### config.mk
export PLATFORM = sky130hd
export DESIGN_NAME = smartcard_apdu_sequencer_top
export DESIGN_NICKNAME = d
export VERILOG_FILES = /design/src/hdl/apdu_seq_pkg.sv /design/src/hdl/apdu_seq_ctrl.sv /design/src/hdl/apdu_seq_dp.sv /design/src/hdl/smartcard_apdu_sequencer_top.sv
export SDC_FILE = /design/constraint.sdc
export NUM_CORES = 1
export LEC_CHECK = 0
export ABC_AREA = 1
export BUFFER_PORTS_ARGS = -buffer_cell sky130_fd_sc_hd__buf_2
export CAP_MARGIN = 20
export CORE_ASPECT_RATIO = 2
export CORE_UTILIZATION = 45
export DETAILED_ROUTE_END_ITERATION = 6
export PLACE_DENSITY = 0.69
export REMOVE_ABC_BUFFERS = 1
export SYNTH_ARGS = -nofsm -noshare
export SYNTH_HDL_FRONTEND = slang
export SYNTH_SLANG_ARGS = --single-unit
### constraint.sdc
create_clock -name clock -period 9 [get_ports clock]
set_input_delay 1.8 -clock clock [delete_from_list [all_inputs] [get_ports clock]]
set_output_delay 1.8 -clock clock [all_outputs]
set_load 0.03 [all_outputs]
### src/hdl/apdu_seq_pkg.sv
// Shared types and constants for the smartcard APDU sequencer.
`timescale 1ns / 1ps
package apdu_seq_pkg;

   localparam int LEN_W = 5;
   localparam int HDR_IDX_W = 3;
   localparam logic [HDR_IDX_W-1:0] HDR_LAST = 3'd4;

   localparam logic OP_START = 1'b0;
   localparam logic OP_RX = 1'b1;

   localparam logic KIND_TX = 1'b0;
   localparam logic KIND_DONE = 1'b1;

   typedef enum logic [3:0] {
      ST_IDLE,
      ST_HDR,
      ST_WAIT_PROC,
      ST_CMD,
      ST_LEN,
      ST_WAIT_RESP,
      ST_WAIT_SW1,
      ST_WAIT_SW2,
      ST_DONE
   } state_type;

   typedef enum logic [1:0] {
      SEL_HDR,
      SEL_CMD,
      SEL_LEN,
      SEL_DONE
   } out_sel_type;

   typedef struct packed {
      logic        latch_start;
      logic        hdr_step;
      logic        latch_proc;
      logic        cmd_step;
      logic        shift_resp;
      logic        latch_sw1;
      logic        latch_sw2;
      logic        load_out;
      out_sel_type out_sel;
      logic        out_last;
   } ctrl_cmd_type;

   typedef struct packed {
      logic hdr_last;
      logic cmd_empty;
      logic cmd_last;
      logic resp_empty;
      logic resp_last;
   } dp_status_type;

endpackage

### src/hdl/apdu_seq_ctrl.sv
// Controller state machine for the APDU exchange and result valid flag.
`timescale 1ns / 1ps
module apdu_seq_ctrl (
   input  logic                        clock,
   input  logic                        reset,
   input  logic                        req_valid,
   input  logic                        req_opcode,
   output logic                        req_ready,
   output logic                        rsp_valid,
   input  logic                        rsp_ready,
   input  apdu_seq_pkg::dp_status_type status,
   output apdu_seq_pkg::ctrl_cmd_type  cmd
);
   import apdu_seq_pkg::*;

   state_type state_ff, state_in;
   logic      rsp_valid_ff, rsp_valid_in;
   logic      accept;
   logic      emit_ok;

   assign emit_ok = !rsp_valid_ff || rsp_ready;
   assign accept = req_valid && req_ready;
   assign rsp_valid = rsp_valid_ff;

   always_comb begin
      state_in = state_ff;
      case (state_ff)
         ST_IDLE: begin
            if (accept && req_opcode == OP_START) state_in = ST_HDR;
         end
         ST_HDR: begin
            if (emit_ok && status.hdr_last) state_in = ST_WAIT_PROC;
         end
         ST_WAIT_PROC: begin
            if (accept && req_opcode == OP_RX) begin
               if (!status.cmd_empty) state_in = ST_CMD;
               else if (!status.resp_empty) state_in = ST_WAIT_RESP;
               else state_in = ST_WAIT_SW1;
            end
         end
         ST_CMD: begin
            if (emit_ok && status.cmd_last) begin
               state_in = status.resp_empty ? ST_WAIT_SW1 : ST_LEN;
            end
         end
         ST_LEN: begin
            if (emit_ok) state_in = ST_WAIT_RESP;
         end
         ST_WAIT_RESP: begin
            if (accept && req_opcode == OP_RX && status.resp_last) state_in = ST_WAIT_SW1;
         end
         ST_WAIT_SW1: begin
            if (accept && req_opcode == OP_RX) state_in = ST_WAIT_SW2;
         end
         ST_WAIT_SW2: begin
            if (accept && req_opcode == OP_RX) state_in = ST_DONE;
         end
         ST_DONE: begin
            if (emit_ok) state_in = ST_IDLE;
         end
         default: state_in = ST_IDLE;
      endcase
   end

   always_comb begin
      cmd = '0;
      cmd.out_sel = SEL_HDR;
      req_ready = 1'b0;
      case (state_ff)
         ST_IDLE: begin
            req_ready = 1'b1;
            cmd.latch_start = req_valid && req_opcode == OP_START;
         end
         ST_HDR: begin
            cmd.load_out = emit_ok;
            cmd.hdr_step = emit_ok;
            cmd.out_sel = SEL_HDR;
            cmd.out_last = status.hdr_last;
         end
         ST_WAIT_PROC: begin
            req_ready = 1'b1;
            cmd.latch_proc = req_valid && req_opcode == OP_RX;
         end
         ST_CMD: begin
            cmd.load_out = emit_ok;
            cmd.cmd_step = emit_ok;
            cmd.out_sel = SEL_CMD;
            cmd.out_last = status.cmd_last && status.resp_empty;
         end
         ST_LEN: begin
            cmd.load_out = emit_ok;
            cmd.out_sel = SEL_LEN;
            cmd.out_last = 1'b1;
         end
         ST_WAIT_RESP: begin
            req_ready = 1'b1;
            cmd.shift_resp = req_valid && req_opcode == OP_RX;
         end
         ST_WAIT_SW1: begin
            req_ready = 1'b1;
            cmd.latch_sw1 = req_valid && req_opcode == OP_RX;
         end
         ST_WAIT_SW2: begin
            req_ready = 1'b1;
            cmd.latch_sw2 = req_valid && req_opcode == OP_RX;
         end
         ST_DONE: begin
            cmd.load_out = emit_ok;
            cmd.out_sel = SEL_DONE;
            cmd.out_last = 1'b1;
         end
         default: begin
            cmd = '0;
         end
      endcase
   end

   always_comb begin
      rsp_valid_in = rsp_valid_ff;
      if (cmd.load_out) rsp_valid_in = 1'b1;
      else if (rsp_ready) rsp_valid_in = 1'b0;
   end

   always_ff @(posedge clock) begin
      if (reset) begin
         state_ff <= ST_IDLE;
         rsp_valid_ff <= 1'b0;
      end else begin
         state_ff <= state_in;
         rsp_valid_ff <= rsp_valid_in;
      end
   end

endmodule

### src/hdl/apdu_seq_dp.sv
// Datapath: header registers, command shift register, response collection, result register.
`timescale 1ns / 1ps
module apdu_seq_dp #(
   parameter int MAX_BYTES = 16
) (
   input  logic                        clock,
   input  logic [7:0]                  req_cla,
   input  logic [7:0]                  req_ins,
   input  logic [7:0]                  req_p1,
   input  logic [7:0]                  req_p2,
   input  logic [4:0]                  req_cmd_length,
   input  logic [4:0]                  req_resp_length,
   input  logic [63:0]                 req_command_hi,
   input  logic [63:0]                 req_command_lo,
   input  logic [7:0]                  req_rx_byte,
   input  apdu_seq_pkg::ctrl_cmd_type  cmd,
   output apdu_seq_pkg::dp_status_type status,
   output logic                        rsp_kind,
   output logic [7:0]                  rsp_tx_byte,
   output logic                        rsp_last,
   output logic                        rsp_procedure_ok,
   output logic [63:0]                 rsp_response_hi,
   output logic [63:0]                 rsp_response_lo,
   output logic [15:0]                 rsp_status_word
);
   import apdu_seq_pkg::*;

   localparam logic [LEN_W-1:0] LEN_MAX = LEN_W'(MAX_BYTES);

   logic [7:0]           cla_ff, cla_in, ins_ff, ins_in, p1_ff, p1_in, p2_ff, p2_in;
   logic [7:0]           p3_ff, p3_in;
   logic [HDR_IDX_W-1:0] hdr_idx_ff, hdr_idx_in;
   logic [127:0]         cmd_sr_ff, cmd_sr_in;
   logic [LEN_W-1:0]     cmd_left_ff, cmd_left_in;
   logic [LEN_W-1:0]     resp_count_ff, resp_count_in;
   logic [LEN_W-1:0]     resp_left_ff, resp_left_in;
   logic [127:0]         resp_sr_ff, resp_sr_in;
   logic                 proc_ff, proc_in;
   logic [7:0]           sw1_ff, sw1_in, sw2_ff, sw2_in;
   logic                 kind_ff, kind_in, last_ff, last_in, pok_ff, pok_in;
   logic [7:0]           tx_ff, tx_in;
   logic [127:0]         resp_out_ff, resp_out_in;
   logic [15:0]          sw_out_ff, sw_out_in;
   logic [LEN_W-1:0]     lc, lr;
   logic [7:0]           hdr_byte;

   assign lc = (req_cmd_length > LEN_MAX) ? LEN_MAX : req_cmd_length;
   assign lr = (req_resp_length > LEN_MAX) ? LEN_MAX : req_resp_length;

   always_comb begin
      case (hdr_idx_ff)
         3'd0: hdr_byte = cla_ff;
         3'd1: hdr_byte = ins_ff;
         3'd2: hdr_byte = p1_ff;
         3'd3: hdr_byte = p2_ff;
         default: hdr_byte = p3_ff;
      endcase
   end

   always_comb begin
      cla_in = cla_ff;
      ins_in = ins_ff;
      p1_in = p1_ff;
      p2_in = p2_ff;
      p3_in = p3_ff;
      hdr_idx_in = hdr_idx_ff;
      cmd_sr_in = cmd_sr_ff;
      cmd_left_in = cmd_left_ff;
      resp_count_in = resp_count_ff;
      resp_left_in = resp_left_ff;
      resp_sr_in = resp_sr_ff;
      proc_in = proc_ff;
      sw1_in = sw1_ff;
      sw2_in = sw2_ff;
      if (cmd.latch_start) begin
         cla_in = req_cla;
         ins_in = req_ins;
         p1_in = req_p1;
         p2_in = req_p2;
         p3_in = {3'b000, (lc == '0 && lr != '0) ? lr : lc};
         hdr_idx_in = '0;
         cmd_sr_in = {req_command_hi, req_command_lo};
         cmd_left_in = lc;
         resp_count_in = lr;
         resp_left_in = lr;
         resp_sr_in = '0;
         proc_in = 1'b0;
      end
      if (cmd.hdr_step) hdr_idx_in = hdr_idx_ff + 1'b1;
      if (cmd.latch_proc) proc_in = (req_rx_byte == ins_ff);
      if (cmd.cmd_step) begin
         cmd_sr_in = {cmd_sr_ff[119:0], 8'h00};
         cmd_left_in = cmd_left_ff - 1'b1;
      end
      if (cmd.shift_resp) begin
         resp_sr_in = {resp_sr_ff[119:0], req_rx_byte};
         resp_left_in = resp_left_ff - 1'b1;
      end
      if (cmd.latch_sw1) sw1_in = req_rx_byte;
      if (cmd.latch_sw2) sw2_in = req_rx_byte;
   end

   always_comb begin
      kind_in = kind_ff;
      tx_in = tx_ff;
      last_in = last_ff;
      pok_in = pok_ff;
      resp_out_in = resp_out_ff;
      sw_out_in = sw_out_ff;
      if (cmd.load_out) begin
         kind_in = KIND_TX;
         last_in = cmd.out_last;
         pok_in = 1'b0;
         resp_out_in = '0;
         sw_out_in = '0;
         case (cmd.out_sel)
            SEL_HDR: tx_in = hdr_byte;
            SEL_CMD: tx_in = cmd_sr_ff[127:120];
            SEL_LEN: tx_in = {3'b000, resp_count_ff};
            SEL_DONE: begin
               kind_in = KIND_DONE;
               tx_in = '0;
               pok_in = proc_ff;
               resp_out_in = resp_sr_ff;
               sw_out_in = {sw1_ff, sw2_ff};
            end
            default: tx_in = '0;
         endcase
      end
   end

   always_ff @(posedge clock) begin
      cla_ff <= cla_in;
      ins_ff <= ins_in;
      p1_ff <= p1_in;
      p2_ff <= p2_in;
      p3_ff <= p3_in;
      hdr_idx_ff <= hdr_idx_in;
      cmd_sr_ff <= cmd_sr_in;
      cmd_left_ff <= cmd_left_in;
      resp_count_ff <= resp_count_in;
      resp_left_ff <= resp_left_in;
      resp_sr_ff <= resp_sr_in;
      proc_ff <= proc_in;
      sw1_ff <= sw1_in;
      sw2_ff <= sw2_in;
      kind_ff <= kind_in;
      tx_ff <= tx_in;
      last_ff <= last_in;
      pok_ff <= pok_in;
      resp_out_ff <= resp_out_in;
      sw_out_ff <= sw_out_in;
   end

   assign status.hdr_last = (hdr_idx_ff == HDR_LAST);
   assign status.cmd_empty = (cmd_left_ff == '0);
   assign status.cmd_last = (cmd_left_ff == LEN_W'(1));
   assign status.resp_empty = (resp_count_ff == '0);
   assign status.resp_last = (resp_left_ff == LEN_W'(1));

   assign rsp_kind = kind_ff;
   assign rsp_tx_byte = tx_ff;
   assign rsp_last = last_ff;
   assign rsp_procedure_ok = pok_ff;
   assign rsp_response_hi = resp_out_ff[127:64];
   assign rsp_response_lo = resp_out_ff[63:0];
   assign rsp_status_word = sw_out_ff;

endmodule

### src/hdl/smartcard_apdu_sequencer_top.sv
// Top level of the smartcard APDU sequencer.
`timescale 1ns / 1ps
// The block runs one T=0 style APDU exchange. Every transmitted byte passes through a single
// result register, one per cycle while the result receiver does not stall. A start request emits
// the five header bytes before the next request can be accepted. The procedure byte emits up to
// MAX_BYTES (16) command bytes and, when command bytes were sent and a response is expected, the
// response length byte. The second status byte leads to the done report, which also passes
// through the result register. A stall by the result receiver holds the emitting states. Requests
// that arrive while results are being emitted wait until the controller returns to a waiting state.
// Received bytes while idle and starts while a transaction is open are taken and dropped.
module smartcard_apdu_sequencer_top #(
   parameter int MAX_BYTES = 16
) (
   input  logic        clock,
   input  logic        reset,
   input  logic        req_valid,
   output logic        req_ready,
   input  logic        req_opcode,
   input  logic [7:0]  req_cla,
   input  logic [7:0]  req_ins,
   input  logic [7:0]  req_p1,
   input  logic [7:0]  req_p2,
   input  logic [4:0]  req_cmd_length,
   input  logic [4:0]  req_resp_length,
   input  logic [63:0] req_command_hi,
   input  logic [63:0] req_command_lo,
   input  logic [7:0]  req_rx_byte,
   output logic        rsp_valid,
   input  logic        rsp_ready,
   output logic        rsp_kind,
   output logic [7:0]  rsp_tx_byte,
   output logic        rsp_last,
   output logic        rsp_procedure_ok,
   output logic [63:0] rsp_response_hi,
   output logic [63:0] rsp_response_lo,
   output logic [15:0] rsp_status_word
);
   import apdu_seq_pkg::*;

   ctrl_cmd_type  cmd;
   dp_status_type status;

   apdu_seq_ctrl u_ctrl (
      .clock      (clock),
      .reset      (reset),
      .req_valid  (req_valid),
      .req_opcode (req_opcode),
      .req_ready  (req_ready),
      .rsp_valid  (rsp_valid),
      .rsp_ready  (rsp_ready),
      .status     (status),
      .cmd        (cmd)
   );

   apdu_seq_dp #(
      .MAX_BYTES (MAX_BYTES)
   ) u_dp (
      .clock            (clock),
      .req_cla          (req_cla),
      .req_ins          (req_ins),
      .req_p1           (req_p1),
      .req_p2           (req_p2),
      .req_cmd_length   (req_cmd_length),
      .req_resp_length  (req_resp_length),
      .req_command_hi   (req_command_hi),
      .req_command_lo   (req_command_lo),
      .req_rx_byte      (req_rx_byte),
      .cmd              (cmd),
      .status           (status),
      .rsp_kind         (rsp_kind),
      .rsp_tx_byte      (rsp_tx_byte),
      .rsp_last         (rsp_last),
      .rsp_procedure_ok (rsp_procedure_ok),
      .rsp_response_hi  (rsp_response_hi),
      .rsp_response_lo  (rsp_response_lo),
      .rsp_status_word  (rsp_status_word)
   );

endmodule

==> results.txt, run 1 <==
The run finished with clean final reports. By area the synthesized netlist is led by sky130_fd_sc_hd__edfxtp_1, sky130_fd_sc_hd__nand2_1, sky130_fd_sc_hd__nor2_1. The global-route usage over all layers is 18.84%. In the finished design, the share of the clock period the worst path needs comes to 50.05%.

The post-route netlist has 21.73% of its cells at a drive strength greater than 1. The residual DRC count came out at 0. STA classifies the critical path endpoint as a register.

The number of vias per cell after detailed routing is 4.729. The number of search-and-repair iterations in the first detailed-routing pass is 5. Buffers inserted during clock tree synthesis total 42. The count of cell types in the netlist is 33. The total overflow reported by the global router came out at 0.

The y dimension of the die is 294.8 um. The hold buffer count at CTS came out at 0. In this run the count of I/O pins placed on the die edge is 340. After legalization and detailed placement, the total HPWL measured 28730 um. The number of failing setup endpoints in the final timing report is 0. The full die area is 43760 um2. The starting density of the core came out at 45.46%. Relative to the synthesized area, the layout overhead comes to 18.49%.

The cell at the root of the clock tree is sky130_fd_sc_hd__clkbuf_16. The aggregate routed wire length came out at 41290 um. The class of the worst hold path is reg2reg. The biggest cell delay along the critical path came out at 1020 ps. The combined area of all synthesized cells came out at 19290 um2. The clock latency on the worst-skew pair is 560 ps.

The routability-driven placement congestion ratio came out at 0.8509. The first-pass GRT wire length came out at 62980 um. Among all stages on the critical path, the largest delay is contributed by sky130_fd_sc_hd__nand2_4. The proportion of netlist area held by the largest area contributor came out at 73.93%. For the final database, setup skew stands at 28.13 ps. The remaining number of nets flagged by the antenna check after routing is 0. The static power due to leakage is 9.948 nW. The number of global-route vias before repair came out at 12063. The worst relative slew slack is 28.58%. In this run, the number of DRC markers left after iteration 0 of detailed routing was 622. The yosys synthesis warning count came out at 0. The data required time of the worst path is 9160 ps. The slew at the pin closest to its max-slew limit is 1071 ps. In the final routed layout, each cell accounts on average for 16.12 um.

The number of instances in the synthesized netlist is 1648. The worst voltage drop across the vdd grid came out at 0.2005 mV. The number of antenna violations at the first check in global routing is 6. The clock period could shrink to 4505 ps. The number of hold violations in the final report came to 0. Entering global routing, the biggest net connects 106 pins.

The portion of the post-synthesis area used by sequential elements came out at 75.27%. Setup repair after global routing left no endpoint under its margin. Averaged over all synthesized cells, the footprint is 11.71 um2. The endpoint arrival time on the critical path came out at 4660 ps. In this run the core area contains 107 standard-cell rows. The highest achievable clock rate came out at 0.2220 GHz. The number of gates resized after CTS was 0. The library cell used most frequently in the layout, excluding fill and tap cells, is sky130_fd_sc_hd__edfxtp_1. The total via count in the routed design is 12110. The area of the placeable core is 42440 um2. The critical path buffer and inverter count is 3. The power density relative to cell area came out at 296.1 nW/um2. TritonCTS built the clock tree. The final-layout setup total negative slack came out at 0 ps. The cell taking the most area after synthesis is sky130_fd_sc_hd__edfxtp_1. The clock-pin slew reported for the worst setup and hold paths after clock tree synthesis came out at 70 ps. The overall power consumption came out at 6.769 mW. STA classifies the critical path startpoint as an input pin. The count of buffers from port buffering is 339. After clock tree synthesis, the setup repair step added 0 buffers. The die is 148.4 um wide. The clock passes through at most 3 buffers. The number of pins exceeding their max-slew limit in the final report is 0. Leaving out fill and tap cells, the most frequent cells in the layout are sky130_fd_sc_hd__edfxtp_1, sky130_fd_sc_hd__nand2_1, sky130_fd_sc_hd__buf_2. The maximum fanout along the worst path is 71.

The H-tree depth came out at 2. Across the run, the number of max-cap violations was 0. In the final design database the tool counted 2172 nets. The setup path with the least slack is of type in2reg. The signal on the critical path passes through buf_2, inv_1, nand4_1, nand2_4, buf_4. The family with the most delay on the worst path is simple AND/OR/NAND/NOR gates. The worst hold slack is 494.0 ps. The total number of clock tree sinks came out at 488. The post-synthesis sequential element count is 488.
-- cell families after synthesis --
group | after synthesis | share of synthesized area [%]
simple gates | 828 | 16.54
xor+xnor | 11 | 0.4993
buf+inv | 264 | 5.655
fa+ha+maj | 10 | 0.6485
compound gates | 47 | 1.388
flops | 488 | 75.27
-- registers in the layout, summed over array words and instances, names as in the netlist, 16 cells and up --
name / flops
u_dp.cmd_sr_ff: 128
u_dp.resp_sr_ff: 128
u_dp.resp_out_ff: 128
u_dp.rsp_status_word: 16
-- power breakdown --
part	leakage (nW)	switching, mW	total, mW	internal, mW
Combinational	4.63	1.24	1.59	0.344
Clock	0.680	0.812	1.83	1.02
Sequential	4.64	0.164	3.35	3.19
-- final cells by class --
| type | count | area [um2] |
|---|---|---|
| fillers | 3566 | 19580 |
| multi-input cells | 896 | 3729 |
| repair buffers | 348 | 1764 |
| clock inverters | 23 | 255.2 |
| clock buffers | 53 | 1132 |
| flip-flops and latches | 488 | 14520 |
| diodes | 5 | 12.51 |
| inverters | 203 | 764.5 |
| well taps | 545 | 681.9 |
-- tightest hold or removal path, cell delays in order (launching register included) --
cell and delay (ps):
sky130_fd_sc_hd__dfxtp_1 310, sky130_fd_sc_hd__nor2_1 90, sky130_fd_sc_hd__nor2_1 50
-- cells in the mapped netlist --
library cell / instances
sky130_fd_sc_hd__a211oi_1: 2
sky130_fd_sc_hd__a21boi_0: 1
sky130_fd_sc_hd__a21oi_1: 4
sky130_fd_sc_hd__a22oi_1: 1
sky130_fd_sc_hd__buf_1: 5
sky130_fd_sc_hd__buf_2: 29
sky130_fd_sc_hd__buf_4: 15
sky130_fd_sc_hd__buf_6: 1
sky130_fd_sc_hd__clkbuf_1: 11
sky130_fd_sc_hd__dfxtp_1: 13
sky130_fd_sc_hd__edfxtp_1: 475
sky130_fd_sc_hd__ha_1: 10
sky130_fd_sc_hd__inv_1: 197
sky130_fd_sc_hd__inv_2: 6
sky130_fd_sc_hd__nand2_1: 461
sky130_fd_sc_hd__nand2_2: 2
sky130_fd_sc_hd__nand3_1: 18
sky130_fd_sc_hd__nand3_2: 1
sky130_fd_sc_hd__nand4_1: 8
sky130_fd_sc_hd__nor2_1: 327
sky130_fd_sc_hd__nor2_2: 4
sky130_fd_sc_hd__nor2_4: 1
sky130_fd_sc_hd__nor3_1: 3
sky130_fd_sc_hd__nor4_1: 1
sky130_fd_sc_hd__o2111ai_1: 1
sky130_fd_sc_hd__o211ai_1: 5
sky130_fd_sc_hd__o21ai_0: 27
sky130_fd_sc_hd__o21ai_1: 2
sky130_fd_sc_hd__o21bai_1: 1
sky130_fd_sc_hd__o22ai_1: 3
sky130_fd_sc_hd__or2_2: 2
sky130_fd_sc_hd__xnor2_1: 4
sky130_fd_sc_hd__xor2_1: 7
-- routing by layer --
metal	routed length, um	GRT usage (%)
met5	8	0
met4	1332	7.091
met3	2905	3.947
met2	21710	34.92
met1	15330	20.72
-- path summary, 6_finish.rpt --
kind                                          from                   to  slack, ps  cells after the start
worst min-delay path             u_dp.cmd_sr_ff[2]    u_dp.cmd_sr_ff[2]        490                      2
worst min register to register   u_dp.cmd_sr_ff[2]    u_dp.cmd_sr_ff[2]        490                      2
worst max-delay path                    req_opcode  u_dp.resp_sr_ff[23]       4500                      5
worst max register to register  u_ctrl.state_ff[3]  u_dp.resp_sr_ff[23]       5140                      4
-- metrics by stage --
stage          utilization, %  worst slack [ps]  area, um2  cells
2_1_floorplan               -             -1746      18970   1587
3_3_place_gp            50.57              3885      21460   2480
3_5_place_dp            50.57              3805      21460   2480
4_1_cts                 53.84              4399      22850   2556
5_1_grt                 53.87              4258      22860   2561
6_report                53.87              4495      22860   2561
No activity file was read; power rests on OpenSTA's default activity.
==> run 2: changes to the inputs <==
- clock period: 9 -> 4 ns (I/O delays scaled with it)
==> results.txt, run 2 (synthesis gave the netlist of run 1 again) <==
The flow ran to the end, and the final reports show no timing, DRC or antenna violations. The largest registers in the layout are u_dp.cmd_sr_ff: 128 flops, u_dp.resp_out_ff: 128 flops, u_dp.resp_sr_ff: 128 flops. The setup clock skew after layout came out at 10.68 ps. Max-cap violations in this run came to 0.

Routability-driven placement finished with a final weighted congestion of 0.8901. In the routed design, unresolved DRC markers number 0. In this run the worst path has a maximum fanout of 55. The final setup slack of the worst path is 1334 ps.

The full die area came out at 43760 um2. The number of search-and-repair iterations in the first detailed-routing pass came out at 5. The y dimension of the die came out at 294.8 um. The count of buffers added on input and output ports is 339. The static power due to leakage is 10.00 nW. Setup repair after global routing left no endpoint under its margin. For this run, the top clock speed supported by timing is 0.3751 GHz. The worst-case IR drop observed on VDD is 0.4018 mV. For the worst-skew pair, the clock arrives at the later sink with an insertion delay of 540 ps. The HPWL after detailed placement is 29250 um. The number of pins exceeding their max-slew limit in the final report came to 0. The count of nets after finishing came out at 2183. The total number of clock tree sinks came out at 488.

The worst relative slew slack is 33.12%. The post-CTS setup buffer count came out at 0. The top cell types in the final layout, fill and taps aside, are sky130_fd_sc_hd__edfxtp_1, sky130_fd_sc_hd__nand2_1, sky130_fd_sc_hd__buf_2. The area growth from synthesis to layout came out at 19.17%.

The worst hold path startpoint is req_cla[0]. The number of DRC markers after the initial detailed-route iteration is 743. Tracing the worst setup path back leads to its startpoint at u_ctrl.state_ff[0]. The number of vias per cell after detailed routing is 4.757. The first global-routing pass estimated 63720 um of wire. The die width came out at 148.4 um. The setup path with the least slack is of type reg2reg. The total overflow reported by the global router came out at 0.

The power density relative to cell area came out at 664.1 nW/um2. In this run the worst hold path is classified as in2reg. The global-route usage over all layers came out at 19.05%.

The startpoint of the worst-slack reg-to-reg timing path is u_ctrl.state_ff[0]. During I/O placement, the number of pins put on the boundary was 340. The final-layout setup total negative slack is 0 ps. The number of antenna violations at the first check in global routing is 6. At the worst endpoint, the required time is 4210 ps. The biggest cell delay along the critical path is 670 ps.

The cell sitting at the root of the clock tree is a sky130_fd_sc_hd__clkbuf_16. Grouping stages by cell kind, the critical path spends the most delay in simple AND/OR/NAND/NOR gates. Traced cell by cell, the critical path runs through nor2_2, nand2_1, inv_1, a211oi_1, nor2_4, buf_12. The slew at the pin closest to its max-slew limit is 1003 ps.

The post-cts sizing count came out at 0. Data arrives at the worst endpoint at 2880 ps. The clock tree from TritonCTS is yes. In this run the remaining antenna-violating nets after routing total 0. The H-tree depth is 2.

The share of cells above drive strength 1 came out at 21.74%. The final cycle utilization of the critical path came out at 66.65%. After detailed routing, the average wire length per cell comes to 16.17 um. The total via count in the routed design is 12217. The aggregate routed wire length came out at 41510 um.

The hold buffer count at CTS came out at 0. The worst setup path is captured at a register. After floorplanning, the core was divided into 107 placement rows. The clock-pin slew reported for the worst setup and hold paths after clock tree synthesis came out at 70 ps. The number of failing setup endpoints in the final timing report is 0.

Hold is met by 427.5 ps. The commonest non-fill, non-tap cell in the layout is sky130_fd_sc_hd__edfxtp_1. The utilization after layout came out at 54.18%. The routed design could run at a clock period as short as 2666 ps. For this design, the slowest cell found on the critical path is sky130_fd_sc_hd__nor2_4. The clock tree buffer depth is 3. The number of global-route vias before repair came to 12186. The starting density of the core came out at 45.46%.

STA classifies the critical path startpoint as a register. The number of clock buffers inserted by TritonCTS is 42. The area of the placeable core is 42440 um2.

The largest net degree at the start of global routing is 120. The number of hold violations in the final report came out at 0. Prior to clock tree synthesis, the placed netlist has a worst setup slack of 1260 ps. Together, buffers and inverters on the worst path number 2.
[run 2: path summary, 6_finish.rpt]
| check | slack, ps | depth (start not counted) | endpoint |
|---|---|---|---|
| worst max register to register | 1330 | 6 | u_dp.resp_out_ff[90] |
| worst min-delay path | 430 | 1 | u_dp.cla_ff[0] |
| worst max-delay path | 1330 | 6 | u_dp.resp_out_ff[90] |
| worst min register to register | 490 | 2 | u_dp.cmd_sr_ff[0] |
[run 2: power by group]
| group | switching [mW] | internal (mW) |
|---|---|---|
| Combinational | 2.82 | 0.864 |
| Sequential | 0.376 | 7.15 |
| Clock | 1.77 | 2.29 |
[run 2: worst register-to-register path, delay by kind of cell (launching register included)]
family | cells | cell delay [ps]
AND/OR/NAND/NOR | 3 | 1230
flip-flops | 1 | 390
buffers and inverters | 2 | 550
AO/OA/AOI/OAI | 1 | 100
[run 2: metal layers]
layer	vias up	global-route usage [%]	share of wire, %
met5	-	0	0.055
met4	4	7.820	3.3
met3	74	4.009	7.0
met2	471	34.88	52
met1	5670	21.08	37
li1	5998	-	-
[run 2: cell type report]
class | instances | area, um2
fillers | 3553 | 19450
flip-flops and latches | 488 | 14520
multi-input cells | 896 | 3729
repair buffers | 359 | 1922
clock buffers | 48 | 1095
inverters | 203 | 764.5
well taps | 545 | 681.9
clock inverters | 25 | 267.8
diodes | 4 | 10.01
[run 2: through the flow]
stage | instance area [um2] | instances | total power [mW]
floorplan | 18970 | 1587 | 9.390
global placement | 21620 | 2491 | 11.30
detailed placement | 21620 | 2491 | 11.39
CTS | 22980 | 2564 | 15.46
global route | 22990 | 2567 | 15.97
finish | 22990 | 2568 | 15.27
